[config.mk]
export PLATFORM = sky130hd
export DESIGN_NAME = phrr_front_flat
export DESIGN_NICKNAME = d
export VERILOG_FILES = /design/src/rtl/phrr_pkg.sv /design/src/rtl/phrr_if.sv /design/src/rtl/phrr_front.sv /design/src/flat_wrapper.sv
export SDC_FILE = /design/constraint.sdc
export NUM_CORES = 2
export LEC_CHECK = 0
export ABC_AREA = 1
export BUFFER_PORTS_ARGS = -buffer_cell sky130_fd_sc_hd__buf_4
export CORE_AREA = 2 2 315 551
export CTS_CLUSTER_SIZE = 12
export DETAILED_ROUTE_END_ITERATION = 16
export DIE_AREA = 0 0 317 553
export RECOVER_POWER = 25
export SETUP_SLACK_MARGIN = 0.02
export SYNTH_ARGS = -nofsm -noshare
export SYNTH_HDL_FRONTEND = slang
export SYNTH_SLANG_ARGS = --single-unit
export TNS_END_PERCENT = 100
[constraint.sdc]
create_clock -name clk -period 7.68 [get_ports clk]
set_input_delay 1.152 -clock clk [delete_from_list [all_inputs] [get_ports clk]]
set_output_delay 1.152 -clock clk [all_outputs]
set_load 0.01 [all_outputs]
[src/rtl/phrr_pkg.sv]
// Shared types and constants of the palm-to-hand rotated rectangle block.
// Used by the queue, the front and the back; depends on nothing.
package phrr_pkg;

  // Angle constants: Q3.13 for the output angle, 2^-16 rad inside the CORDICs
  localparam logic signed [17:0] HALF_PI_Q13      = 18'sd12868;
  localparam logic signed [17:0] PI_Q13           = 18'sd25736;
  localparam logic signed [17:0] TWO_PI_Q13       = 18'sd51472;
  localparam logic signed [19:0] QUARTER_TURN_Q16 = 20'sd102944;
  localparam logic signed [19:0] HALF_TURN_Q16    = 20'sd205888;

  // Rotation CORDIC start value and unit, Q.30
  localparam logic signed [32:0] GAIN_Q30 = 33'sd652032874;
  localparam logic signed [32:0] ONE_Q30  = 33'sd1073741824;

  // Arctangent table, 2^-16 rad
  localparam int ATAN_N = 25;
  localparam logic [16:0] ATAN_Q16 [ATAN_N] = '{
    17'd51472, 17'd30385, 17'd16055, 17'd8150, 17'd4091, 17'd2047, 17'd1024,
    17'd512, 17'd256, 17'd128, 17'd64, 17'd32, 17'd16, 17'd8, 17'd4, 17'd2,
    17'd1, 17'd0, 17'd0, 17'd0, 17'd0, 17'd0, 17'd0, 17'd0, 17'd0
  };

  // Register reset values
  localparam logic [15:0] HAND_SCALE_RST = 16'd10650;
  localparam logic [12:0] SHIFT_X_RST    = 13'h0000;
  localparam logic [12:0] SHIFT_Y_RST    = 13'h1800;

  // Queue between front and back
  localparam int QUEUE_DEPTH = 4;
  localparam int QUEUE_AW    = 2;

  typedef enum logic [1:0] {
    CFG_HAND_SCALE = 2'd0,
    CFG_SHIFT_X    = 2'd1,
    CFG_SHIFT_Y    = 2'd2
  } cfg_idx_t;

  // Item as classified by the front
  typedef struct packed {
    logic [24:0] dx;
    logic [24:0] dy;
    logic        zero;
    logic [24:0] pcx;
    logic [24:0] pcy;
    logic [25:0] ox;
    logic [25:0] oy;
    logic [22:0] size;
  } front_item_t;

  // Fields carried alongside the angle pipeline
  typedef struct packed {
    logic [24:0] pcx;
    logic [24:0] pcy;
    logic [25:0] ox;
    logic [25:0] oy;
    logic [22:0] size;
  } carry_t;

  // Vectoring CORDIC stage
  typedef struct packed {
    logic [43:0] x;
    logic [43:0] y;
    logic [19:0] z;
    logic        zero;
  } vec_t;

  // Rotation CORDIC stage
  typedef struct packed {
    logic [32:0] x;
    logic [32:0] y;
    logic [19:0] z;
    logic        neg;
    logic        azero;
    logic [15:0] ang;
  } rot_t;

endpackage

[src/rtl/phrr_if.sv]
// Valid/ready channel interfaces of the palm-to-hand rotated rectangle block.
// Standalone; no package needed.
interface phrr_in_if;
  logic               valid;
  logic               ready;
  logic signed [23:0] box_left;
  logic signed [23:0] box_top;
  logic signed [23:0] box_right;
  logic signed [23:0] box_bottom;
  logic signed [23:0] wrist_x;
  logic signed [23:0] wrist_y;
  logic signed [23:0] finger_base_x;
  logic signed [23:0] finger_base_y;

  modport source (
    output valid, box_left, box_top, box_right, box_bottom,
    output wrist_x, wrist_y, finger_base_x, finger_base_y,
    input  ready
  );
  modport sink (
    input  valid, box_left, box_top, box_right, box_bottom,
    input  wrist_x, wrist_y, finger_base_x, finger_base_y,
    output ready
  );
endinterface


[src/rtl/phrr_front.sv]
// Front of the palm-to-hand rectangle: accepts palms, forms the keypoint
// vector, box size and center, center offset and hand size. Uses phrr_pkg.
module phrr_front (
  input  logic                  clk,
  input  logic                  rst_n,
  phrr_in_if.sink               in_chan,
  input  logic [15:0]           hand_scale,
  input  logic signed [12:0]    center_shift_x,
  input  logic signed [12:0]    center_shift_y,
  output logic                  q_valid,
  input  logic                  q_ready,
  output phrr_pkg::front_item_t q_item
);

  logic                  f1_v_r;
  logic signed [24:0]    dx_r, dy_r, w_r, h_r, pcx_r, pcy_r, longs_r;
  logic signed [24:0]    dx_nxt, dy_nxt, w_nxt, h_nxt, pcx_nxt, pcy_nxt, longs_nxt;
  logic                  f2_v_r;
  phrr_pkg::front_item_t f2_item_r;
  phrr_pkg::front_item_t f2_item_nxt;
  logic                  f1_take;
  logic                  f2_take;
  logic signed [37:0]    ox_prod, oy_prod;
  logic signed [41:0]    size_prod;
  logic signed [29:0]    size_q;

  assign f2_take       = !f2_v_r || q_ready;
  assign f1_take       = !f1_v_r || f2_take;
  assign in_chan.ready = f1_take;
  assign q_valid       = f2_v_r;
  assign q_item        = f2_item_r;

  // Form differences, box center and long side
  always_comb begin
    w_nxt   = $signed({in_chan.box_right[23], in_chan.box_right})
            - $signed({in_chan.box_left[23], in_chan.box_left});
    h_nxt   = $signed({in_chan.box_bottom[23], in_chan.box_bottom})
            - $signed({in_chan.box_top[23], in_chan.box_top});
    pcx_nxt = $signed({in_chan.box_left[23], in_chan.box_left}) + (w_nxt >>> 1);
    pcy_nxt = $signed({in_chan.box_top[23], in_chan.box_top}) + (h_nxt >>> 1);
    dx_nxt  = $signed({in_chan.finger_base_x[23], in_chan.finger_base_x})
            - $signed({in_chan.wrist_x[23], in_chan.wrist_x});
    dy_nxt  = $signed({in_chan.wrist_y[23], in_chan.wrist_y})
            - $signed({in_chan.finger_base_y[23], in_chan.finger_base_y});
    longs_nxt = (w_nxt > h_nxt) ? w_nxt : h_nxt;
  end

  always_ff @(posedge clk) begin
    if (!rst_n) begin
      f1_v_r <= 1'b0;
    end else if (f1_take) begin
      f1_v_r <= in_chan.valid;
    end
  end

  always_ff @(posedge clk) begin
    if (f1_take) begin
      dx_r    <= dx_nxt;
      dy_r    <= dy_nxt;
      w_r     <= w_nxt;
      h_r     <= h_nxt;
      pcx_r   <= pcx_nxt;
      pcy_r   <= pcy_nxt;
      longs_r <= longs_nxt;
    end
  end

  // Scale offset and hand size, round half up at bit 12
  always_comb begin
    ox_prod   = w_r * center_shift_x + 38'sd2048;
    oy_prod   = h_r * center_shift_y + 38'sd2048;
    size_prod = longs_r * $signed({1'b0, hand_scale}) + 42'sd2048;
    size_q    = size_prod[41:12];
    f2_item_nxt.dx   = dx_r;
    f2_item_nxt.dy   = dy_r;
    f2_item_nxt.zero = (dx_r == '0) && (dy_r == '0);
    f2_item_nxt.pcx  = pcx_r;
    f2_item_nxt.pcy  = pcy_r;
    f2_item_nxt.ox   = ox_prod[37:12];
    f2_item_nxt.oy   = oy_prod[37:12];
    if (size_q[29]) begin
      f2_item_nxt.size = '0;
    end else if (size_q > 30'sd8388607) begin
      f2_item_nxt.size = 23'h7FFFFF;
    end else begin
      f2_item_nxt.size = size_q[22:0];
    end
  end

  always_ff @(posedge clk) begin
    if (!rst_n) begin
      f2_v_r <= 1'b0;
    end else if (f2_take) begin
      f2_v_r <= f1_v_r;
    end
  end

  always_ff @(posedge clk) begin
    if (f2_take) f2_item_r <= f2_item_nxt;
  end

endmodule

[src/flat_wrapper.sv]
// flat-port wrapper written by rule: the top's interface ports become plain ports
module phrr_front_flat 
  (clk, rst_n, hand_scale, center_shift_x, center_shift_y, q_valid, q_ready, q_item, in_chan_valid, in_chan_box_left, in_chan_box_top, in_chan_box_right, in_chan_box_bottom, in_chan_wrist_x, in_chan_wrist_y, in_chan_finger_base_x, in_chan_finger_base_y, in_chan_ready);
  phrr_in_if in_chan_i ();
  input  logic clk;
  input  logic rst_n;
  input  logic [15:0] hand_scale;
  input  logic signed [12:0] center_shift_x;
  input  logic signed [12:0] center_shift_y;
  output logic q_valid;
  input  logic q_ready;
  output phrr_pkg::front_item_t q_item;
  input wire logic [$bits(in_chan_i.valid)-1:0] in_chan_valid;
  input wire logic [$bits(in_chan_i.box_left)-1:0] in_chan_box_left;
  input wire logic [$bits(in_chan_i.box_top)-1:0] in_chan_box_top;
  input wire logic [$bits(in_chan_i.box_right)-1:0] in_chan_box_right;
  input wire logic [$bits(in_chan_i.box_bottom)-1:0] in_chan_box_bottom;
  input wire logic [$bits(in_chan_i.wrist_x)-1:0] in_chan_wrist_x;
  input wire logic [$bits(in_chan_i.wrist_y)-1:0] in_chan_wrist_y;
  input wire logic [$bits(in_chan_i.finger_base_x)-1:0] in_chan_finger_base_x;
  input wire logic [$bits(in_chan_i.finger_base_y)-1:0] in_chan_finger_base_y;
  output wire logic [$bits(in_chan_i.ready)-1:0] in_chan_ready;
  assign in_chan_i.valid = in_chan_valid;
  assign in_chan_i.box_left = in_chan_box_left;
  assign in_chan_i.box_top = in_chan_box_top;
  assign in_chan_i.box_right = in_chan_box_right;
  assign in_chan_i.box_bottom = in_chan_box_bottom;
  assign in_chan_i.wrist_x = in_chan_wrist_x;
  assign in_chan_i.wrist_y = in_chan_wrist_y;
  assign in_chan_i.finger_base_x = in_chan_finger_base_x;
  assign in_chan_i.finger_base_y = in_chan_finger_base_y;
  assign in_chan_ready = in_chan_i.ready;
  phrr_front u_core (.clk(clk), .rst_n(rst_n), .in_chan(in_chan_i), .hand_scale(hand_scale), .center_shift_x(center_shift_x), .center_shift_y(center_shift_y), .q_valid(q_valid), .q_ready(q_ready), .q_item(q_item));
endmodule
# Word level (Yosys, flattened, before mapping)
# Index checks and enable logic that the tools add are counted.
# W data, S select, Z words.
# totals
wordCells	40
output_inout_bits	178
ff_bits	353
# classes
add_sub_neg	9
n_lt_le_gt_ge	2
reduce_logical	7
muxes	2
multipliers	3
# op_table
cell	n
$sub A24 B24 Y25	4
$add A38 B13 Y38 const B	2
$mul A25 B13 Y38	2
$add A24 B24 Y25	2
$logic_not A25 Y1	2
$add A42 B13 Y42 const B	1
$mul A25 B17 Y42	1
$gt A30 B24 Y1 const B	1
$gt A25 B25 Y1	1
$mux W25	1
$mux W23	1
$logic_not A1 Y1	2
$logic_or A1 B1 Y1	2
$logic_and A1 B1 Y1	1

# Depth between registers and ports, before layout
# logic_depth
word_depth	4
ltp_mapped	34

# Worst setup path after synthesis
# Ideal clock, no wire load.
# synth_path
path_kind	input to register
from	input port q_ready
to	register u_core.dx_r[0] (enable)
t_arrival_ns	5.184
slack_ns	0.599
setup_time_ns	1.897
cell_stages	2
cell_sequence	inv_1 > nand3_1
# synth_between
elab_chain_cells	2
# synth_rtl
item	line	rtl
start, declared	flat_wrapper.sv:11	input logic q_ready;
$logic_or A1 B1 Y1	phrr_front.sv:27	assign f2_take = !f2_v_r || q_ready;
$logic_or A1 B1 Y1	phrr_front.sv:28	assign f1_take = !f1_v_r || f2_take;
named net in_chan_ready	flat_wrapper.sv:22	output wire logic [$bits(in_chan_i.ready)-1:0] in_chan_ready;
end signal, assigned	phrr_front.sv:58	dx_r <= dx_nxt;
end, declared	phrr_front.sv:16	logic signed [24:0] dx_r, dy_r, w_r, h_r, pcx_r, pcy_r, longs_r;
# The timed path passes the listed nets, and every way through them passes these cells.
# A chain may end at the register's enable or synchronous reset.

# Worst setup path after layout
# layout_path
from	register u_core.longs_r[17]
to	register u_core.f2_item_r, in the netlist u_core.q_item[17], data pin
# layout_between
elab_chain_cells	4
# layout_rtl
item	line	rtl
start, declared	phrr_front.sv:16	
start signal, assigned	phrr_front.sv:64	longs_r <= longs_nxt;
$mul A25 B17 Y42 *	phrr_front.sv:72	size_prod = longs_r * $signed({1'b0, hand_scale}) + 42'sd2048;
$add A42 B13 Y42 *	phrr_front.sv:72	
$gt A30 B24 Y1	phrr_front.sv:83	end else if (size_q > 30'sd8388607) begin
$mux W23	phrr_front.sv:83	
end signal, assigned	phrr_front.sv:99	if (f2_take) f2_item_r <= f2_item_nxt;
end, declared	phrr_front.sv:19	phrr_pkg::front_item_t f2_item_r;
# Every way passes the cells marked *; elsewhere a longest branch is shown, timed or not.

==> flow_metrics.py <==
metrics = {
    "cts": {
        "clock_tree.htree_level_count": 2,
        "cts_hold_buffers": 0,
        "postCtsSetupRepairBufs": 0,
        "cts_inserted_buffers": 41,
        "clock-sinks": 353,
        "worstSkewPairLatency_ps": 620,
        "cts.clk_slew.worst_paths_ps": 70,
        "cts_resized": 0,
        "clockRootBuffer": "clkbuf_16",
        "cts-root-to-sink-buffers": 3,
        "tritoncts": "yes",
    },
    "floorplan": {
        "dieWidth_um": 317,
        "dieArea_mm2": 0.1753,
        "dieHeight_um": 553,
        "core_area_mm2": 0.1708,
        "core.rowCount": 201,
        "initial_utilization": 0.3384,
        "boundaryPins": 416,
    },
    "logic_synthesis": {
        "number_of_unique_standard_cell_types_used_by_synthesis": 54,
        "postSynth.asyncResetShare": 0,
        "netlist_area_mm2": 0.05778,
        "synth_fp_nets": 8507,
        "syn_avg_cell_area_um2": 8.463,
        "ys_dominant_reg_cell": "edfxtp_1",
        "synth_enable_flop_cells": 351,
        "yosys_register_bits": 353,
        "yosys_warnings": 0,
        "syn-instance-count": 6827,
        "synth-seq-area-share": 0.1831,
    },
    "routing": {
        "routed_wire_per_std_cell_um": 18.36,
        "drc": 0,
        "post_drt_via_cell_ratio": 4.779,
        "vias": 44680,
        "drt_iter0_drc": 2209,
        "final_antenna_net_count": 0,
        "wire_length_after_detailed_routing_um": 171600,
        "drt_pass1_iterations": 6,
    },
    "critical_path": {
        "crit_path_cell_trace": "nand2_1 > fa_1 > inv_1 > fa_1 > fa_1 > fa_1 > fa_1 > inv_1 > fa_1 > inv_1 > ha_1 > nand2_2 > inv_2 > a21oi_1 > nand2_1 > a21oi_1 > nand3_2 > nand2_2 > o311ai_4 > xor2_2 > nand2_1 > inv_1",
        "worst-endpoint-arrival_ps": 7460,
        "crit_slowest_cell": "edfxtp_1",
        "critPathCaptureType": "flop",
        "crit_family": "adder cells",
        "startpoint_class_of_the_critical_path": "flop",
        "path_common_cell": "fa_1",
        "cp.required_ps": 8170,
        "critPathMaxFanout": 23,
        "worst-path-buf-inv": 5,
        "max_stage_delay_ps": 1030,
        "critPathKind": "reg -> reg",
    },
    "timing": {
        "grt_setup_unrepaired": "no",
        "report.final.hold_viol_count": 0,
        "measured_slew_at_the_worst_slew_check_pin_ps": 5054,
        "slew-limit-headroom": -2.370,
        "fmax_mhz": 143.4,
        "fin_crit_ps": 6972,
        "setup_viol": 0,
        "slew_viol_final": 176,
        "post-route-period-util": 0.9078,
        "sum_neg_setup_slack_ps": 0,
        "worst_setup_skew_after_layout_ps": 19.21,
    },
    "finish": {
        "top_library_cells_by_usage_in_the_layout_fill_and_taps_aside": "inv_1 (1,883), nand2_1 (1,598), fa_1 (984)",
        "finish.net_count": 8768,
        "final_layout_size_suffix_gt1_frac": 0.08408,
        "synthToLayoutAreaGrowth_pct": 11.46,
        "most_common_cell_after_layout_fill_and_taps_aside": "inv_1",
        "share_of_the_core_filled_with_cells": 0.3771,
    },
    "job": {
        "max-cap-violations": 3,
    },
    "outcome": {
        "failed_checks": "max-capacitance violations, max-slew violations",
        "run_status": "complete, but fails checks",
    },
    "min_path": {
        "worst_hold_path_type": "reg -> reg",
    },
    "global_routing": {
        "globalRoute.totalOverflow": 0,
        "grt_pass1_vias": 49520,
        "antenna_found_initial": 14,
        "globalRouteTotalUtil": 0.2003,
        "grt_pass1_wl_um": 270000,
        "maximum_number_of_pins_on_one_net_before_global_route_repair": 90,
    },
    "placement": {
        "port-buffer-count": 415,
        "dpl_hpwl_um": 145100,
        "place_congestion": 0.9155,
    },
}
## per-layer routing
metal | vias to the layer above | track usage | share of wire
met1 | 22220 | 0.2130 | 0.36
met3 | 424 | 0.02106 | 0.039
li1 | 20760 | - | -
met2 | 1262 | 0.3847 | 0.55
met4 | 10 | 0.09762 | 0.054
met5 | - | 0 | 0.00041
## per-stage QoR
step	cell area, µm²	hold WS (ps)	cells	setup slack, ps
5_1_grt	64400	422.3	9348	235.5
3_3_place_gp	63080	401.7	9278	213.3
6_report	64400	412.7	9349	708.4
2_1_floorplan	57780	400.3	6827	599.3
3_5_place_dp	63080	404.5	9278	116.9
4_1_cts	64430	412.2	9345	695.2
## cell type report
type,count,area (µm²)
fill,17410,106400
multi-input combinational,4351,39190
sequential,353,10580
inverter,1895,7113
timing repair buffer,446,3366
tap,2233,2794
clock buffer,49,1087
clock inverter,18,265.3
antenna,4,10.01
## worst reg2reg max path, cell delays in order (launching register included)
cell and delay (ps):
edfxtp_1 1030, nand2_1 220, fa_1 560, inv_1 50
fa_1 550, fa_1 450, fa_1 460, fa_1 490
inv_1 50, fa_1 480, inv_1 40, ha_1 390
nand2_2 160, inv_2 30, a21oi_1 240, nand2_1 120
a21oi_1 200, nand3_2 150, nand2_2 100, o311ai_4 90
xor2_2 740, nand2_1 140, inv_1 80
## registers in the layout, summed over array words and instances, names as in the netlist
| register | count |
|---|---|
| u_core.dx_r | 25 |
| u_core.h_r | 25 |
| u_core.pcy_r | 25 |
| u_core.pcx_r | 25 |
| u_core.q_valid | 1 |
| u_core.w_r | 25 |
| u_core.dy_r | 25 |
| u_core.f1_v_r | 1 |
| u_core.q_item | 176 |
| u_core.longs_r | 25 |
## Yosys cell counts, types with 3 or more instances
| cell | number | share of area |
|---|---|---|
| nor2_4 | 6 | 0.0012 |
| nor3_1 | 48 | 0.0042 |
| xor2_1 | 154 | 0.023 |
| a31oi_1 | 22 | 0.0024 |
| fa_1 | 984 | 0.34 |
| ha_1 | 458 | 0.099 |
| nor3b_1 | 5 | 0.00065 |
| a21boi_0 | 3 | 0.00039 |
| nand4_1 | 34 | 0.0037 |
| o21ai_1 | 20 | 0.0017 |
| o21a_1 | 13 | 0.0017 |
| or2_2 | 44 | 0.0048 |
| buf_6 | 4 | 0.00078 |
| clkbuf_1 | 199 | 0.013 |
| o21bai_1 | 39 | 0.0051 |
| nand3_1 | 156 | 0.014 |
| nand2_1 | 1598 | 0.10 |
| buf_1 | 20 | 0.0013 |
| a211oi_1 | 7 | 0.00091 |
| a221oi_1 | 5 | 0.00076 |
| a21o_1 | 18 | 0.0023 |
| inv_1 | 1883 | 0.12 |
| nand2_2 | 15 | 0.0016 |
| buf_4 | 3 | 0.00039 |
| o211ai_1 | 4 | 0.00052 |
| edfxtp_1 | 351 | 0.18 |
| nand3_2 | 4 | 0.00069 |
| a21oi_1 | 291 | 0.025 |
| inv_2 | 11 | 0.00071 |
| o221ai_1 | 5 | 0.00076 |
| nor2_2 | 6 | 0.00065 |
| o21ai_0 | 112 | 0.0097 |
| nor4_1 | 22 | 0.0024 |
| nor2_1 | 190 | 0.012 |
| xnor2_1 | 67 | 0.010 |
## path summary, 6_finish.rpt
path | start | cells after the start | endpoint | slack, ps
worst max-delay path | u_core.longs_r[17]$_DFFE_PP_ | 22 | u_core.q_item[17]$_SDFFCE_PN0P_ | 710
worst min-delay path | u_core.pcy_r[13]$_DFFE_PP_ | 0 | u_core.q_item[88]$_DFFE_PP_ | 410
worst max register to register | u_core.longs_r[17]$_DFFE_PP_ | 22 | u_core.q_item[17]$_SDFFCE_PN0P_ | 710
worst min register to register | u_core.pcy_r[13]$_DFFE_PP_ | 0 | u_core.q_item[88]$_DFFE_PP_ | 410
## logic make-up (layout without fill, tap and decap cells)
logic type      Yosys count  after routing  synth area share
compound gates          548            548           0.05314
xor+xnor                222            222           0.03378
fa+ha+maj              1442           1442            0.4401
buf+inv                2123           2408            0.1387
flops                   353            353            0.1831
other cells               0              4                 0
simple gates           2139           2139            0.1512
Power is not shown: default switching activity piles up to over one toggle a cycle in this logic, so the estimate is an artifact.
