`src/rtl/phrr_pkg.sv`:
```
// Shared types and constants of the palm-to-hand rotated rectangle block.
// Used by the queue, the front and the back; depends on nothing.
package phrr_pkg;

  // Angle constants: Q3.13 for the output angle, 2^-16 rad inside the CORDICs
  localparam logic signed [17:0] HALF_PI_Q13      = 18'sd12868;
  localparam logic signed [17:0] PI_Q13           = 18'sd25736;
  localparam logic signed [17:0] TWO_PI_Q13       = 18'sd51472;
  localparam logic signed [19:0] QUARTER_TURN_Q16 = 20'sd102944;
  localparam logic signed [19:0] HALF_TURN_Q16    = 20'sd205888;

  // Rotation CORDIC start value and unit, Q.30
  localparam logic signed [32:0] GAIN_Q30 = 33'sd652032874;
  localparam logic signed [32:0] ONE_Q30  = 33'sd1073741824;

  // Arctangent table, 2^-16 rad
  localparam int ATAN_N = 25;
  localparam logic [16:0] ATAN_Q16 [ATAN_N] = '{
    17'd51472, 17'd30385, 17'd16055, 17'd8150, 17'd4091, 17'd2047, 17'd1024,
    17'd512, 17'd256, 17'd128, 17'd64, 17'd32, 17'd16, 17'd8, 17'd4, 17'd2,
    17'd1, 17'd0, 17'd0, 17'd0, 17'd0, 17'd0, 17'd0, 17'd0, 17'd0
  };

  // Register reset values
  localparam logic [15:0] HAND_SCALE_RST = 16'd10650;
  localparam logic [12:0] SHIFT_X_RST    = 13'h0000;
  localparam logic [12:0] SHIFT_Y_RST    = 13'h1800;

  // Queue between front and back
  localparam int QUEUE_DEPTH = 4;
  localparam int QUEUE_AW    = 2;

  typedef enum logic [1:0] {
    CFG_HAND_SCALE = 2'd0,
    CFG_SHIFT_X    = 2'd1,
    CFG_SHIFT_Y    = 2'd2
  } cfg_idx_t;

  // Item as classified by the front
  typedef struct packed {
    logic [24:0] dx;
    logic [24:0] dy;
    logic        zero;
    logic [24:0] pcx;
    logic [24:0] pcy;
    logic [25:0] ox;
    logic [25:0] oy;
    logic [22:0] size;
  } front_item_t;

  // Fields carried alongside the angle pipeline
  typedef struct packed {
    logic [24:0] pcx;
    logic [24:0] pcy;
    logic [25:0] ox;
    logic [25:0] oy;
    logic [22:0] size;
  } carry_t;

  // Vectoring CORDIC stage
  typedef struct packed {
    logic [43:0] x;
    logic [43:0] y;
    logic [19:0] z;
    logic        zero;
  } vec_t;

  // Rotation CORDIC stage
  typedef struct packed {
    logic [32:0] x;
    logic [32:0] y;
    logic [19:0] z;
    logic        neg;
    logic        azero;
    logic [15:0] ang;
  } rot_t;

endpackage

```
`src/rtl/phrr_fifo.sv`:
```
// Short item queue between the front and the back.
// Depends on phrr_pkg for the item type and depth.
module phrr_fifo (
  input  logic                    clk,
  input  logic                    rst_n,
  input  logic                    push_valid,
  output logic                    push_ready,
  input  phrr_pkg::front_item_t   push_item,
  output logic                    pop_valid,
  input  logic                    pop_ready,
  output phrr_pkg::front_item_t   pop_item
);

  phrr_pkg::front_item_t              mem_r [phrr_pkg::QUEUE_DEPTH];
  logic [phrr_pkg::QUEUE_AW-1:0]      wr_ptr_r;
  logic [phrr_pkg::QUEUE_AW-1:0]      rd_ptr_r;
  logic [phrr_pkg::QUEUE_AW:0]        count_r;
  logic                               push;
  logic                               pop;

  assign push_ready = (count_r != (phrr_pkg::QUEUE_AW+1)'(phrr_pkg::QUEUE_DEPTH));
  assign pop_valid  = (count_r != '0);
  assign pop_item   = mem_r[rd_ptr_r];
  assign push       = push_valid && push_ready;
  assign pop        = pop_valid && pop_ready;

  // Advance pointers and count
  always_ff @(posedge clk) begin
    if (!rst_n) begin
      wr_ptr_r <= '0;
      rd_ptr_r <= '0;
      count_r  <= '0;
    end else begin
      if (push) wr_ptr_r <= wr_ptr_r + 1'b1;
      if (pop) rd_ptr_r <= rd_ptr_r + 1'b1;
      if (push && !pop) begin
        count_r <= count_r + 1'b1;
      end else if (pop && !push) begin
        count_r <= count_r - 1'b1;
      end
    end
  end

  // Store entries
  always_ff @(posedge clk) begin
    if (push) mem_r[wr_ptr_r] <= push_item;
  end

endmodule

```
`config.mk`:
```
export PLATFORM = sky130hd
export DESIGN_NAME = phrr_fifo
export DESIGN_NICKNAME = d
export VERILOG_FILES = /design/src/rtl/phrr_pkg.sv /design/src/rtl/phrr_fifo.sv
export SDC_FILE = /design/constraint.sdc
export NUM_CORES = 1
export LEC_CHECK = 0
export BUFFER_PORTS_ARGS = -buffer_cell sky130_fd_sc_hd__buf_2
export CAP_MARGIN = 40
export CORE_MARGIN = 5
export CORE_UTILIZATION = 55
export CTS_BUF_LIST = sky130_fd_sc_hd__clkbuf_8
export DETAILED_ROUTE_END_ITERATION = 10
export GPL_ROUTABILITY_DRIVEN = 0
export MAX_ROUTING_LAYER = met4
export PLACE_DENSITY_LB_ADDON = 0.08
export SYNTH_ARGS = -nofsm -noshare
export SYNTH_HDL_FRONTEND = slang
export SYNTH_SLANG_ARGS = --single-unit
```
`constraint.sdc`:
```
create_clock -name clk -period 10.2 [get_ports clk]
set_input_delay 0.51 -clock clk [delete_from_list [all_inputs] [get_ports clk]]
set_output_delay 0.51 -clock clk [all_outputs]
set_load 0.02 [all_outputs]
```
Word-level counts from Yosys, hierarchy flattened

Memory sizes are Yosys's and may differ from the RTL's. A register that Yosys moved wholly into a read port is not among the register bits.
Index checks and enable logic that the tools add are counted.

$add $sub $neg: 4
Eq/ne operators: 1
Multiplexer cells: 6
Reduce and logical (&&, ||, !) cells: 8

Operators by type and width:

| operator                                         | number |
|---|---|
| 2-to-1 mux 3 bit                                 | 2 |
| adder 2 x 1 -> 2 bit, second input constant      | 2 |
| logical AND 1 bit                                | 4 |
| 2-to-1 mux 2 bit                                 | 2 |
| adder 3 x 1 -> 3 bit, second input constant      | 1 |
| != test 3 bit, second input constant             | 1 |
| nonzero test 3 bit                               | 1 |
| subtractor 3 x 1 -> 3 bit, second input constant | 1 |
| logical NOT 1 bit                                | 2 |
| 2-to-1 mux 1 bit                                 | 2 |
| nonzero test 2 bit                               | 1 |

Bits in registers: 7
Bits in writable memories: 704
Input port bits: 180
Output and inout bits: 178
Word-level logic and storage cells: 23
Memories: 1

Memories:

| memory | words | bits a word | read ports | clocked after Yosys merged registers in | write ports | RTL line        | RTL |
|---|---|---|---|---|---|---|---|
| mem_r  | 4     | 176         | 1          | 1                                       | 1           | phrr_fifo.sv:14 | `phrr_pkg::front_item_t mem_r [phrr_pkg::QUEUE_DEPTH];` |

Depth between registers and ports, before layout

Gate-level depths: netlist of run 1.

Depth after elaboration: 6
Mapped depth: 8

Least setup slack after synthesis of run 1

No wires, ideal clock.

Path kind: input to register
From: in push_valid
To: mem mem_r[0][0] (netlist bit), enable pin
Library setup time: 0.557 ns
Arrival: 4.848 ns
Slack: 4.794 ns
Stages: 2
Path buffers: 0
Cells stage by stage: a21boi_2 and2_1

Cells in the longest elaborated chain, start to end: 3

RTL lines:

| element                                | RTL line        | RTL |
|---|---|---|
| from (decl)                            | phrr_fifo.sv:6  | `input logic push_valid,` |
| logical AND 1 bit                      | phrr_fifo.sv:24 | `assign push = push_valid && push_ready;` |
| 2-to-1 mux 1 bit                       | phrr_fifo.sv:46 | `if (push) mem_r[wr_ptr_r] <= push_item;` |
| 2-to-1 mux 1 bit (implied by the code) | phrr_fifo.sv:46 |  |
| to (decl)                              | phrr_fifo.sv:14 |  |

No other way between the ends.

==> results of run 1 <==
report_power, final:
| group | leakage, uW | total [uW] | internal [uW] | switching [uW] |
|---|---|---|---|---|
| registers | 0.00653 | 3640 | 3560 | 87.0 |
| clock network | 0.00112 | 2080 | 1040 | 1040 |
| logic | 0.00340 | 2110 | 896 | 1210 |
metal layers:
metal  vias up  wire (um)
met5         -          0
met3        72       4540
met2       371      25800
met1      6356      20400
met4         0        884
li1       5505          -
synthesized netlist by cell type:
cell type	count
sky130_fd_sc_hd__edfxtp_1	704
sky130_fd_sc_hd__mux4_2	176
sky130_fd_sc_hd__buf_2	19
sky130_fd_sc_hd__buf_6	17
sky130_fd_sc_hd__dfxtp_1	9
sky130_fd_sc_hd__and2_1	8
sky130_fd_sc_hd__clkbuf_1	5
sky130_fd_sc_hd__ha_1	5
sky130_fd_sc_hd__nand2_1	5
sky130_fd_sc_hd__inv_1	3
sky130_fd_sc_hd__mux2i_1	3
sky130_fd_sc_hd__xnor2_1	3
sky130_fd_sc_hd__or3_1	2
sky130_fd_sc_hd__a21boi_0	1
sky130_fd_sc_hd__a21boi_2	1
sky130_fd_sc_hd__fa_1	1
sky130_fd_sc_hd__nor2_1	1
sky130_fd_sc_hd__nor2b_1	1
sky130_fd_sc_hd__o21ai_0	1
sky130_fd_sc_hd__o311ai_0	1
sky130_fd_sc_hd__o31ai_1	1
sky130_fd_sc_hd__xor2_1	1
area by class of cell:
type | count | area share
clock buffer | 112 | 0.0478
sequential | 713 | 0.661
multi-input combinational | 211 | 0.132
clock inverter | 90 | 0.0126
timing repair buffer | 558 | 0.122
antenna | 13 | 0.00101
inverter | 3 | 0.000349
tap | 607 | 0.0235
through the flow:
stage | total power (uW) | hold slack [ns] | worst slack, ns | area [um2]
finish | 7830 | 0.162 | 6.26 | 32300
global route | 8220 | 0.115 | 6.03 | 32300
CTS | 7960 | 0.0909 | 6.12 | 32200
detailed placement | 5810 | 0.498 | 6.91 | 28500
global placement | 5740 | 0.485 | 6.81 | 28300
floorplan | 5160 | 0.468 | 4.79 | 25900
flip-flops by register name, indices dropped and copies added (netlist names), named ones only:
register and flops:
mem_r 704, count_r 3, rd_ptr_r 2, wr_ptr_r 2
critical path, stage by stage (launching register included):
cell and delay [ns]:
sky130_fd_sc_hd__dfxtp_4 0.63, sky130_fd_sc_hd__buf_4 0.63, sky130_fd_sc_hd__buf_4 0.76, sky130_fd_sc_hd__mux4_2 0.43, sky130_fd_sc_hd__buf_2 0.18
kinds of logic after synthesis:
| family | share of synthesized area |
|---|---|
| mux | 0.154 |
| buf+inv | 0.0122 |
| fa+ha+maj | 0.00319 |
| simple gates | 0.00353 |
| flops | 0.824 |
| xor+xnor | 0.00135 |
| compound gates | 0.00155 |
how the worst min path moves through the flow:
stage,slack [ns],from,end
finish,0.16,rst_n,count_r[1]
global route,0.12,rst_n,count_r[2]
CTS,0.09,rst_n,count_r[1]
detailed placement,0.50,wr_ptr_r[1],wr_ptr_r[1]
global placement,0.48,wr_ptr_r[1],wr_ptr_r[1]
floorplan,0.47,wr_ptr_r[1],wr_ptr_r[1]
==> impl.org, run 1 <==
** Timing
- Final critical delay including setup and external delays :: 3.94 ns
- At the pin with the least slew margin, the transition time is 0.850 ns.
- Worst slew margin relative to its limit :: 0.433
- Setup violations remaining at the end of the flow were counted as 0.
- Clock Skew :: 0.0221 ns
- The number of hold-slack violations in the final timing report was 0.
- Based on the critical path, the design can be clocked at up to 254 MHz.
- Number of max-slew violations in the final report :: 0
- Adding up every negative setup slack in the final design gives 0 ns.
- Setup repair after global routing missed its margin :: no
- In the finished design, the share of the clock period the worst path needs comes to 0.386.

** Synth
- After synthesis the cells add up to 0.0259 mm2.
- The number of nets in the synthesized netlist is 1,154.
- Synth top area cells :: sky130_fd_sc_hd__edfxtp_1 (82%), sky130_fd_sc_hd__mux4_2 (15%), sky130_fd_sc_hd__buf_6 (0.74%)
- The share of synthesized area in the top cell type comes to 0.817.
- Number of instances in the synthesized netlist :: 968
- Yosys printed 0 warnings.
- Sequential element share of the synthesized area :: 0.824
- The largest total area in the synthesized netlist belongs to sky130_fd_sc_hd__edfxtp_1.
- Yosys cell types :: 22
- After synthesis the netlist holds a flip-flop and latch count of 713.
- Averaged over all synthesized cells, the footprint is 26.7 um2.

** Layout
- Count of nets after finishing :: 1,782
- Area growth from synthesis to final layout :: 24.7%
- Final core utilization :: 0.693
- Fraction of final layout cells with drive strength greater than 1 :: 0.416
- Most frequent standard cell in the layout excluding fill and tap cells :: sky130_fd_sc_hd__edfxtp_1
- Commonest non-fill, non-tap cells in the layout :: sky130_fd_sc_hd__edfxtp_1 (704), sky130_fd_sc_hd__buf_2 (357), sky130_fd_sc_hd__mux4_2 (176), sky130_fd_sc_hd__dlygate4sd3_1 (176), sky130_fd_sc_hd__clkbuf_8 (112)
- In the final layout, the multi-input gates occupy 0.00425 mm2.
- Across the whole layout, storage elements account for 0.0213 mm2.
- The finished layout holds 2,307 standard cells, fillers aside.
- Filler cell count in the final layout :: 3,009

** Clocking
- Depth of the CTS H-tree :: 3
- CTS hold repair buffers :: 176
- CTS placed an instance of sky130_fd_sc_hd__clkbuf_8 at the clock tree root.
- At the later pin of the worst-skew pair, clock insertion delay measures 0.69 ns.
- Clock Sink Count :: 713
- After clock tree synthesis, the repair step resized 0 gates.
- Postcts setup bufs :: 0
- TritonCTS built the clock tree.
- The number of clock buffers added by TritonCTS is 109.
- The clock passes through at most 3 buffers.
- After clock tree synthesis, the clock-pin slew on the worst setup and hold paths is 0.06 ns.

** Placed design
- The count of buffers added on input and output ports is 357.
- Detail Placement HPWL :: 30.9 mm
- Placed insts :: 1,916

** GRT
- The initial antenna violation count came to 13.
- For this run, global-route usage on met2 was measured as 0.316.
- GRT Overall Usage :: 0.208
- Global routing usage on met3 :: 0.0737
- First-pass GRT wire length :: 77.7 mm
- Leftover overflow at the end of global routing :: 0
- Met1 routing resource usage after global routing :: 0.274
- Most used routing layer :: met2
- Largest net degree at the start of global routing :: 85
- Number of global-route vias before repair :: 13,100

** Pwr
- Power density over the cells :: 243 mW/mm2
- Standby leakage power :: 0.0111 uW
- Across the VDD grid, the largest voltage drop is 0.166 mV.

** Drt
- The routed design has 51.6 mm of wire.
- In the routed design, unresolved DRC markers number 0.
- Vias per Instance :: 5.33
- For this block, the initial DRC count from the detailed router was 801.
- The routed layout has 12,300 vias.
- Number of nets still failing antenna checks after routing :: 0
- Routed length per instance :: 22.4 um
- Number of iterations in the first detailed-routing pass :: 4

** Critical path
- Required arrival time at the worst endpoint :: 9.69 ns
- The critical path ends at pop_item[49].
- R2R Setup Slk :: 7.20 ns
- The critical path in this run is classified as flop to output port.
- STA puts the critical path data arrival time at 3.43 ns.
- Critical path capture point type :: output port
- In this run the worst path has a maximum fanout of 53.
- The worst register-to-register path ends at mem_r[3][93].
- The worst setup path is launched from a flop.
- Launching point of the worst reg2reg path :: count_r[0]
- Path depth of the worst reg2reg path :: 5

** Worst hold path
- The tightest min-delay check is of the primary input to flop type.
- Cells on Worst Hold Path :: 2

** Run status
- Run status :: completed

** Floorplanning
- Measured along the y axis, the die boundary spans 227 um.
- Core outline area :: 0.0466 mm2
- Cell Rows :: 79
- Total Die Area :: 0.0515 mm2
- Pin placement for this block handled 358 I/O pins.
- In this run the horizontal extent of the chip is 227 um.
- Initial standard-cell utilization of the core :: 0.556

** Job
- Reported max-cap violation count :: 0
No activity file was read; power rests on OpenSTA's default activity.
==> inputs of run 2 (changes only) <==
Settings changed: CORE_UTILIZATION 55 to 54.
Clock period 10.2 ns to 3.4 ns, I/O delays scaled along.
==> run 2 against run 1 <==
Cell count up 0.43%. Sequential power rose to 3.0 times the previous value. Via count up 1.1%. Worst setup slack worse by 5.6 ns. Critical path type unchanged. Clock skew up 0.0055 ns. Non-clock buffer count up 15. Sequential cell count unchanged. Die area up 1.8%. First-iteration DRC count down 19%. Cell area up 0.55%. Register-to-register slack worse by 6.1 ns.
==> impl.org, run 2 (synthesis results as in run 1) <==
** GRT
- The global-route track usage on met1 came to 0.272 (-0.00186).
- The met2 capacity usage during global routing came to 0.325 (+0.00878).
- Most used routing layer :: met2
- Leftover overflow at the end of global routing :: 0 (unchanged)
- The largest net degree at the start of global routing came to 64 (-25%).
- Number of global-route vias before repair :: 13,600 (+3.8%)
- GRT Overall Usage :: 0.211 (+0.00301)
- The met3 routing resource usage after global routing is 0.0702 (-0.00348).
- The global-route wire length before repair is 81.5 mm (+4.8%).
- The initial antenna violation count was 7 (-6).

** Drt
- Number of iterations in the first detailed-routing pass :: 4 (unchanged)
- The via-per-instance ratio came to 5.37 (+0.62%).
- Vias post-DR :: 12,400 (+1.1%)
- Residual DRC count :: 0 (unchanged)
- Routed length per instance :: 22.7 um (+1.5%)
- The iteration-0 DRC count of the detailed router came to 651 (-19%).
- Number of nets still failing antenna checks after routing :: 0 (unchanged)
- The total length of routed wires came to 52.6 mm (+1.9%).

** Clocking
- The root buffer cell chosen for the clock tree is sky130_fd_sc_hd__clkbuf_8.
- Depth of the CTS H-tree :: 3 (unchanged)
- The number of sinks on the clock net came to 713 (unchanged).
- CTS hold repair buffers :: 179 (+1.7%)
- The count of buffers added by post-CTS timing repair for setup came to 0 (unchanged).
- The maximum clock insertion buffer count came to 3 (unchanged).
- The TritonCTS buffer count was 112 (+2.8%).
- The clock network latency to the later pin of the worst-skew pair was 0.69 ns (about the same).
- Clock edge transition at the registers on the reported setup and hold paths :: 0.06 ns (about the same)
- The number of cells upsized or downsized after cts came to 0 (unchanged).
- Clock tree from TritonCTS :: done

** Layout
- Flip-flop count of the largest register, all copies and words added :: 704 (unchanged)
- Layout Cells excl Fill :: 2,317 (+0.43%)
- Ranked by flip-flop count, first place goes to mem_r.
- The library cell used most frequently in the layout, excluding fill and tap cells, is sky130_fd_sc_hd__edfxtp_1.
- Area growth from synthesis to final layout :: 25.4%
- Regs by FF count :: mem_r x704, count_r x3
- The final instance area is 0.0325 mm2 (+0.55%).
- The share of the core filled with cells in the final layout is 0.683 (-0.0107).
- Fraction of final layout cells with drive strength greater than 1 :: 0.416 (about the same)
- Leaving out fill and tap cells, the most frequent cells in the layout are sky130_fd_sc_hd__edfxtp_1 (704), sky130_fd_sc_hd__buf_2 (357), sky130_fd_sc_hd__dlygate4sd3_1 (179).
- Count of nets after finishing :: 1,800 (+1.0%)

** Floorplanning
- Cell Rows :: 80 (+1.3%)
- The height of the die was 229 um (+0.88%).
- The floorplan die width came to 229 um (+0.88%).
- Total Die Area :: 0.0524 mm2 (+1.8%)
- The count of boundary I/O pins came to 358 (unchanged).
- The total core area was 0.0475 mm2 (+2.1%).
- The initial core utilization was 0.544 (-0.0116).

** Timing
- The relative slew slack was 0.441 (+0.00744).
- The number of max-slew violations in the final report is 0 (unchanged).
- Achievable frequency :: 360 MHz
- Clock Skew :: 0.0276 ns (+0.00552 ns)
- The worst-case hold slack is 0.227 ns (+0.0650 ns).
- Setup violation total in the final timing report :: 0 (unchanged)
- The transition time at the pin with the least slew margin is 0.839 ns (-0.0112 ns).
- Counting I/O delays and the setup requirement, the final critical path takes 2.78 ns.
- Setup repair after global routing left no endpoint under its margin.
- Hold violation total from the final report :: 0 (unchanged)
- Of the available clock period, the critical path in the final layout requires 0.817.

** Critical path
- STA classifies the critical path endpoint as an output port.
- Type of origin of the critical path :: flop
- Crit Path Class :: flop to output port
- The endpoint arrival time on the critical path is 2.61 ns (-0.82 ns).
- Maximum fanout along the worst path :: 26 (-51%)
- The required time at the worst-slack endpoint came to 3.23 ns (-6.46 ns).

** Job
- Reported max-cap violation count :: 0 (unchanged)

** Pwr
- The areal power density over the cells came to 727 mW/mm2 (+200%).
- VDD IR-drop max :: 0.536 mV (+220%)
- The sum of internal, switching and leakage power is 23,600 uW (+200%).
- The leakage power of the design is 0.0111 uW (+0.82%).

** Placed design
- Detail Placement HPWL :: 32.1 mm (+3.9%)
- The placed instance count was 1,936 (+1.0%).
- The port buffer count came to 357 (unchanged).
- The total placed instance area came to 0.0287 mm2 (+0.57%).

** Run status
- Run status :: completed

** Worst hold path
- The worst hold path belongs to the class primary input to flop.
[run 2: cell types whose count changed in the layout (fill, tap and decap cells not counted)]
cell / change
sky130_fd_sc_hd__clkinvlp_4: -1
sky130_fd_sc_hd__clkbuf_8: +5
sky130_fd_sc_hd__clkinv_1: -5
sky130_fd_sc_hd__buf_4: +1
sky130_fd_sc_hd__inv_1: +7
sky130_fd_sc_hd__clkinv_2: -12
sky130_fd_sc_hd__buf_16: -10
sky130_fd_sc_hd__diode_2: -6
sky130_fd_sc_hd__inv_6: -1
sky130_fd_sc_hd__buf_12: +21
sky130_fd_sc_hd__dlygate4sd3_1: +3
[run 2: cell type report]
cell class / count / area (um2)
Inverter: 3 / 11.3
Fill cell: 3005 / 15100
Sequential cell: 713 / 21300
Clock buffer: 117 / 1610
Tap cell: 615 / 769
Clock inverter: 78 / 337
Antenna cell: 7 / 17.5
Multi-Input combinational cell: 211 / 4250
Timing Repair Buffer: 573 / 4130
[run 2: through the flow]
| stage | setup slack, ns | setup TNS, ns |
|---|---|---|
| finish | 0.624 | 0 |
| CTS | 0.438 | 0 |
| floorplan | -0.0330 | -23.25 |
| global placement | 1.11 | 0 |
| global route | 0.389 | 0 |
| detailed placement | 1.08 | 0 |
[run 2: final timing paths]
check	start	end	slack, ns	depth (start not counted)
setup / recovery	flop	pop_item[155]	0.62	3
hold / removal	push_item[73]	mem_r[2][73]	0.23	2
setup reg to reg	count_r[0]	mem_r[1][109]	1.08	4
hold reg to reg	wr_ptr_r[0]	wr_ptr_r[0]	0.50	2
[run 2: worst max-delay path, stage by stage, from the launching register on]
cell	delay, ns
sky130_fd_sc_hd__dfxtp_4	0.72
sky130_fd_sc_hd__buf_4	0.43
sky130_fd_sc_hd__mux4_2	0.56
sky130_fd_sc_hd__buf_2	0.18
[run 2: per-layer routing]
metal / part of all wire / vias to the layer above
met4: 0.024 / 0
met2: 0.49 / 365
met1: 0.41 / 6441
li1: - / 5536
met5: 0 / -
met3: 0.072 / 92
[run 2: power by group]
group / internal [uW] / switching [uW]
clock: 3210 / 3060
sequential: 10700 / 324
combinational: 2720 / 3620
==> inputs of run 3 (changes only) <==
Clock period 3.4 ns to 2.4 ns, I/O delays scaled along.
==> run 3 against run 2 <==
Worst hold slack got worse by 0.054 ns. Clock power rose by 44%. Via count rose by 0.36%. Global-route usage rose by 0.11 points. Sequential cell count did not move. Non-clock buffer count rose by 2.
==> impl.org, run 3 (synthesis results as in run 1) <==
** Run status
- Run status :: completed

** Timing
- The number of max-slew violations in the final report came to 0 (unchanged).
- Setup violation total in the final timing report :: 0 (unchanged)
- Clock Skew :: 0.0255 ns (-0.00215 ns)
- Derived from the worst setup path, the maximum achievable clock frequency is 430 MHz.
- The transition time at the pin with the least slew margin was 0.599 ns (-0.240 ns).
- Final critical delay including setup and external delays :: 2.33 ns
- Setup repair after global routing missed its margin :: yes
- The least setup slack across all paths after layout is 0.0720 ns (-0.552 ns).
- Worst slew margin relative to its limit :: 0.601 (+0.160)
- In the finished design, the share of the clock period the worst path needs comes to 0.970.
- WHS :: 0.173 ns (-0.0541 ns)
- Hold violation total from the final report :: 0 (unchanged)

** Pwr
- Standby leakage power :: 0.0113 uW (+1.6%)
- Power, Total :: 34,500 uW (+46%)
- The worst-case vdd ir drop was 0.742 mV (+38%).
- Power density over the cells :: 1050 mW/mm2 (+44%)

** Drt
- The remaining routing DRC violations came to 0 (unchanged).
- Number of nets still failing antenna checks after routing :: 0 (unchanged)
- Initial DRC count :: 730 (+12%)
- The via count came to 12,500 (+0.36%).
- Number of iterations in the first detailed-routing pass :: 5 (+1)
- The wire length per cell is 23.0 um (+1.5%).
- The via-per-instance ratio was 5.37 (about the same).
- Routed wire length :: 53.6 mm (+1.9%)

** Critical path
- Destination of the critical timing path :: pop_item[56]
- Path depth of the worst reg2reg path :: 7 (+3)
- The worst-case register-to-register setup slack was 0.23 ns (-0.85 ns).
- STA classifies the critical path startpoint as a flop.
- The worst setup path is captured at an output port.
- The worst setup path is of the flop to output port kind.
- Crit path arrival time :: 2.21 ns (-0.40 ns)
- Launching point of the worst reg2reg path :: count_r[0]
- The top fanout value on the critical path is 11 (-58%).
- Required arrival time at the worst endpoint :: 2.28 ns (-0.95 ns)
- In this run the critical register-to-register path is captured at count_r[2].

** GRT
- Number of global-route vias before repair :: 13,500 (-0.81%)
- GRT Overall Usage :: 0.212 (+0.00110)
- Global routing usage on met3 :: 0.0537 (-0.0165)
- The met2 capacity usage during global routing is 0.332 (+0.00772).
- The global-route track usage on met1 was 0.281 (+0.00864).
- Largest net degree at the start of global routing :: 77 (+20%)
- First-pass GRT wire length :: 81.7 mm (+0.25%)
- The residual overflow from global routing came to 0 (unchanged).
- The global routing stage identified its most utilized layer as met2.
- The initial antenna violation count is 7 (unchanged).

** Clocking
- The clock network latency to the later pin of the worst-skew pair is 0.69 ns (about the same).
- In this run the clock root is driven by a sky130_fd_sc_hd__clkbuf_8.
- TritonCTS built the clock tree.
- Clock edge transition at the registers on the reported setup and hold paths :: 0.06 ns (about the same)
- The H-tree depth was 3 (unchanged).
- The TritonCTS buffer count is 111 (-0.89%).
- Maximum buffer depth of the clock tree :: 3 (unchanged)
- Clock Sink Count :: 713 (unchanged)

** Layout
- The combined flip-flop and latch cell area was 0.0213 mm2 (about the same).
- Filler cell count in the final layout :: 2,965 (-1.3%)
- The area of the multi-input gates is 0.00426 mm2 (+0.24%).
- mem_r holds more flip-flops than any other register.
- Count of nets after finishing :: 1,801 (+0.056%)
- Area growth from synthesis to final layout :: 27.4%
- The fraction of final layout cells sized beyond drive strength 1 was 0.418 (+0.00250).
- Most frequent standard cell in the layout excluding fill and tap cells :: sky130_fd_sc_hd__edfxtp_1
- Flip-flop count of the largest register, all copies and words added :: 704 (unchanged)
- Regs by FF count :: mem_r x704, count_r x3
- Commonest non-fill, non-tap cells in the layout :: sky130_fd_sc_hd__edfxtp_1 (704), sky130_fd_sc_hd__buf_2 (336), sky130_fd_sc_hd__dlygate4sd3_1 (179)

** Floorplanning
- Core outline area :: 0.0475 mm2 (unchanged)
- The count of boundary I/O pins came to 358 (unchanged).
- Cell Rows :: 80 (unchanged)
- The floorplan die width is 229 um (unchanged).
- The full die area was 0.0524 mm2 (unchanged).
- Initial standard-cell utilization of the core :: 0.544 (unchanged)
- Die height :: 229 um (unchanged)

** Placed design
- The pre-CTS setup slack was 0.260 ns (-0.817 ns).
- The port buffer count is 357 (unchanged).
- Detail Placement HPWL :: 30.8 mm (-3.9%)

** Job
- The max-cap violation count is 0 (unchanged).

** Worst hold path
- HP Class :: primary input to flop
## run 3: repair_timing
item,in CTS,in global routing
endpoints found under the hold margin,713,0
buffers inserted,3,0
cloned,5,2
hold buffers,179,0
gates resized for setup,49,5
setup endpoints to repair,166,45
## run 3: worst min-delay path by stage
| stage | from | end | slack, ns | depth (start not counted) |
|---|---|---|---|---|
| 6_report | push_item[7] | mem_r[3][7] | 0.17 | 2 |
| 5_1_grt | push_item[8] | mem_r[2][8] | 0.11 | 2 |
| 4_1_cts | push_item[86] | mem_r[3][86] | 0.09 | 2 |
| 3_5_place_dp | push_item[63] | mem_r[0][63] | 0.33 | 1 |
| 3_3_place_gp | push_item[7] | mem_r[0][7] | 0.33 | 1 |
| 2_1_floorplan | push_item[0] | mem_r[0][0] | 0.22 | 0 |
## run 3: cell type report
cell class              count  share of cell area
diodes                      7            0.000531
clock buffers             111              0.0464
repair buffers            575               0.139
multi-input cells         211               0.129
inverters                   3            0.000342
well taps                 615              0.0233
clock inverters            91              0.0141
flip-flops and latches    713               0.647
## run 3: worst max-delay path, stage by stage, from the launching register on
cell                      delay [ns]
sky130_fd_sc_hd__dfxtp_4        0.37
sky130_fd_sc_hd__buf_12         0.18
sky130_fd_sc_hd__buf_12         0.14
sky130_fd_sc_hd__buf_16         0.17
sky130_fd_sc_hd__mux4_2         0.50
sky130_fd_sc_hd__buf_2          0.17
## run 3: per-stage QoR
step	util	std cells	setup TNS (ns)	area (um2)
2_1_floorplan	-	968	0	25900
3_3_place_gp	0.604	1928	0	28700
3_5_place_dp	0.604	1928	0	28700
4_1_cts	0.691	2317	-0.288	32900
5_1_grt	0.693	2326	-0.968	33000
6_report	0.693	2326	0	33000
## run 3: layer usage
| layer | vias to the layer above | wire, um |
|---|---|---|
| met5 | - | 0 |
| met3 | 86 | 3100 |
| li1 | 5548 | - |
| met2 | 395 | 27400 |
| met1 | 6450 | 21800 |
| met4 | 0 | 1260 |
## run 3: power by group
part / total, uW / internal (uW) / switching, uW
logic: 10000 / 4490 / 5530
registers: 15400 / 15100 / 294
clock network: 9050 / 4630 / 4420
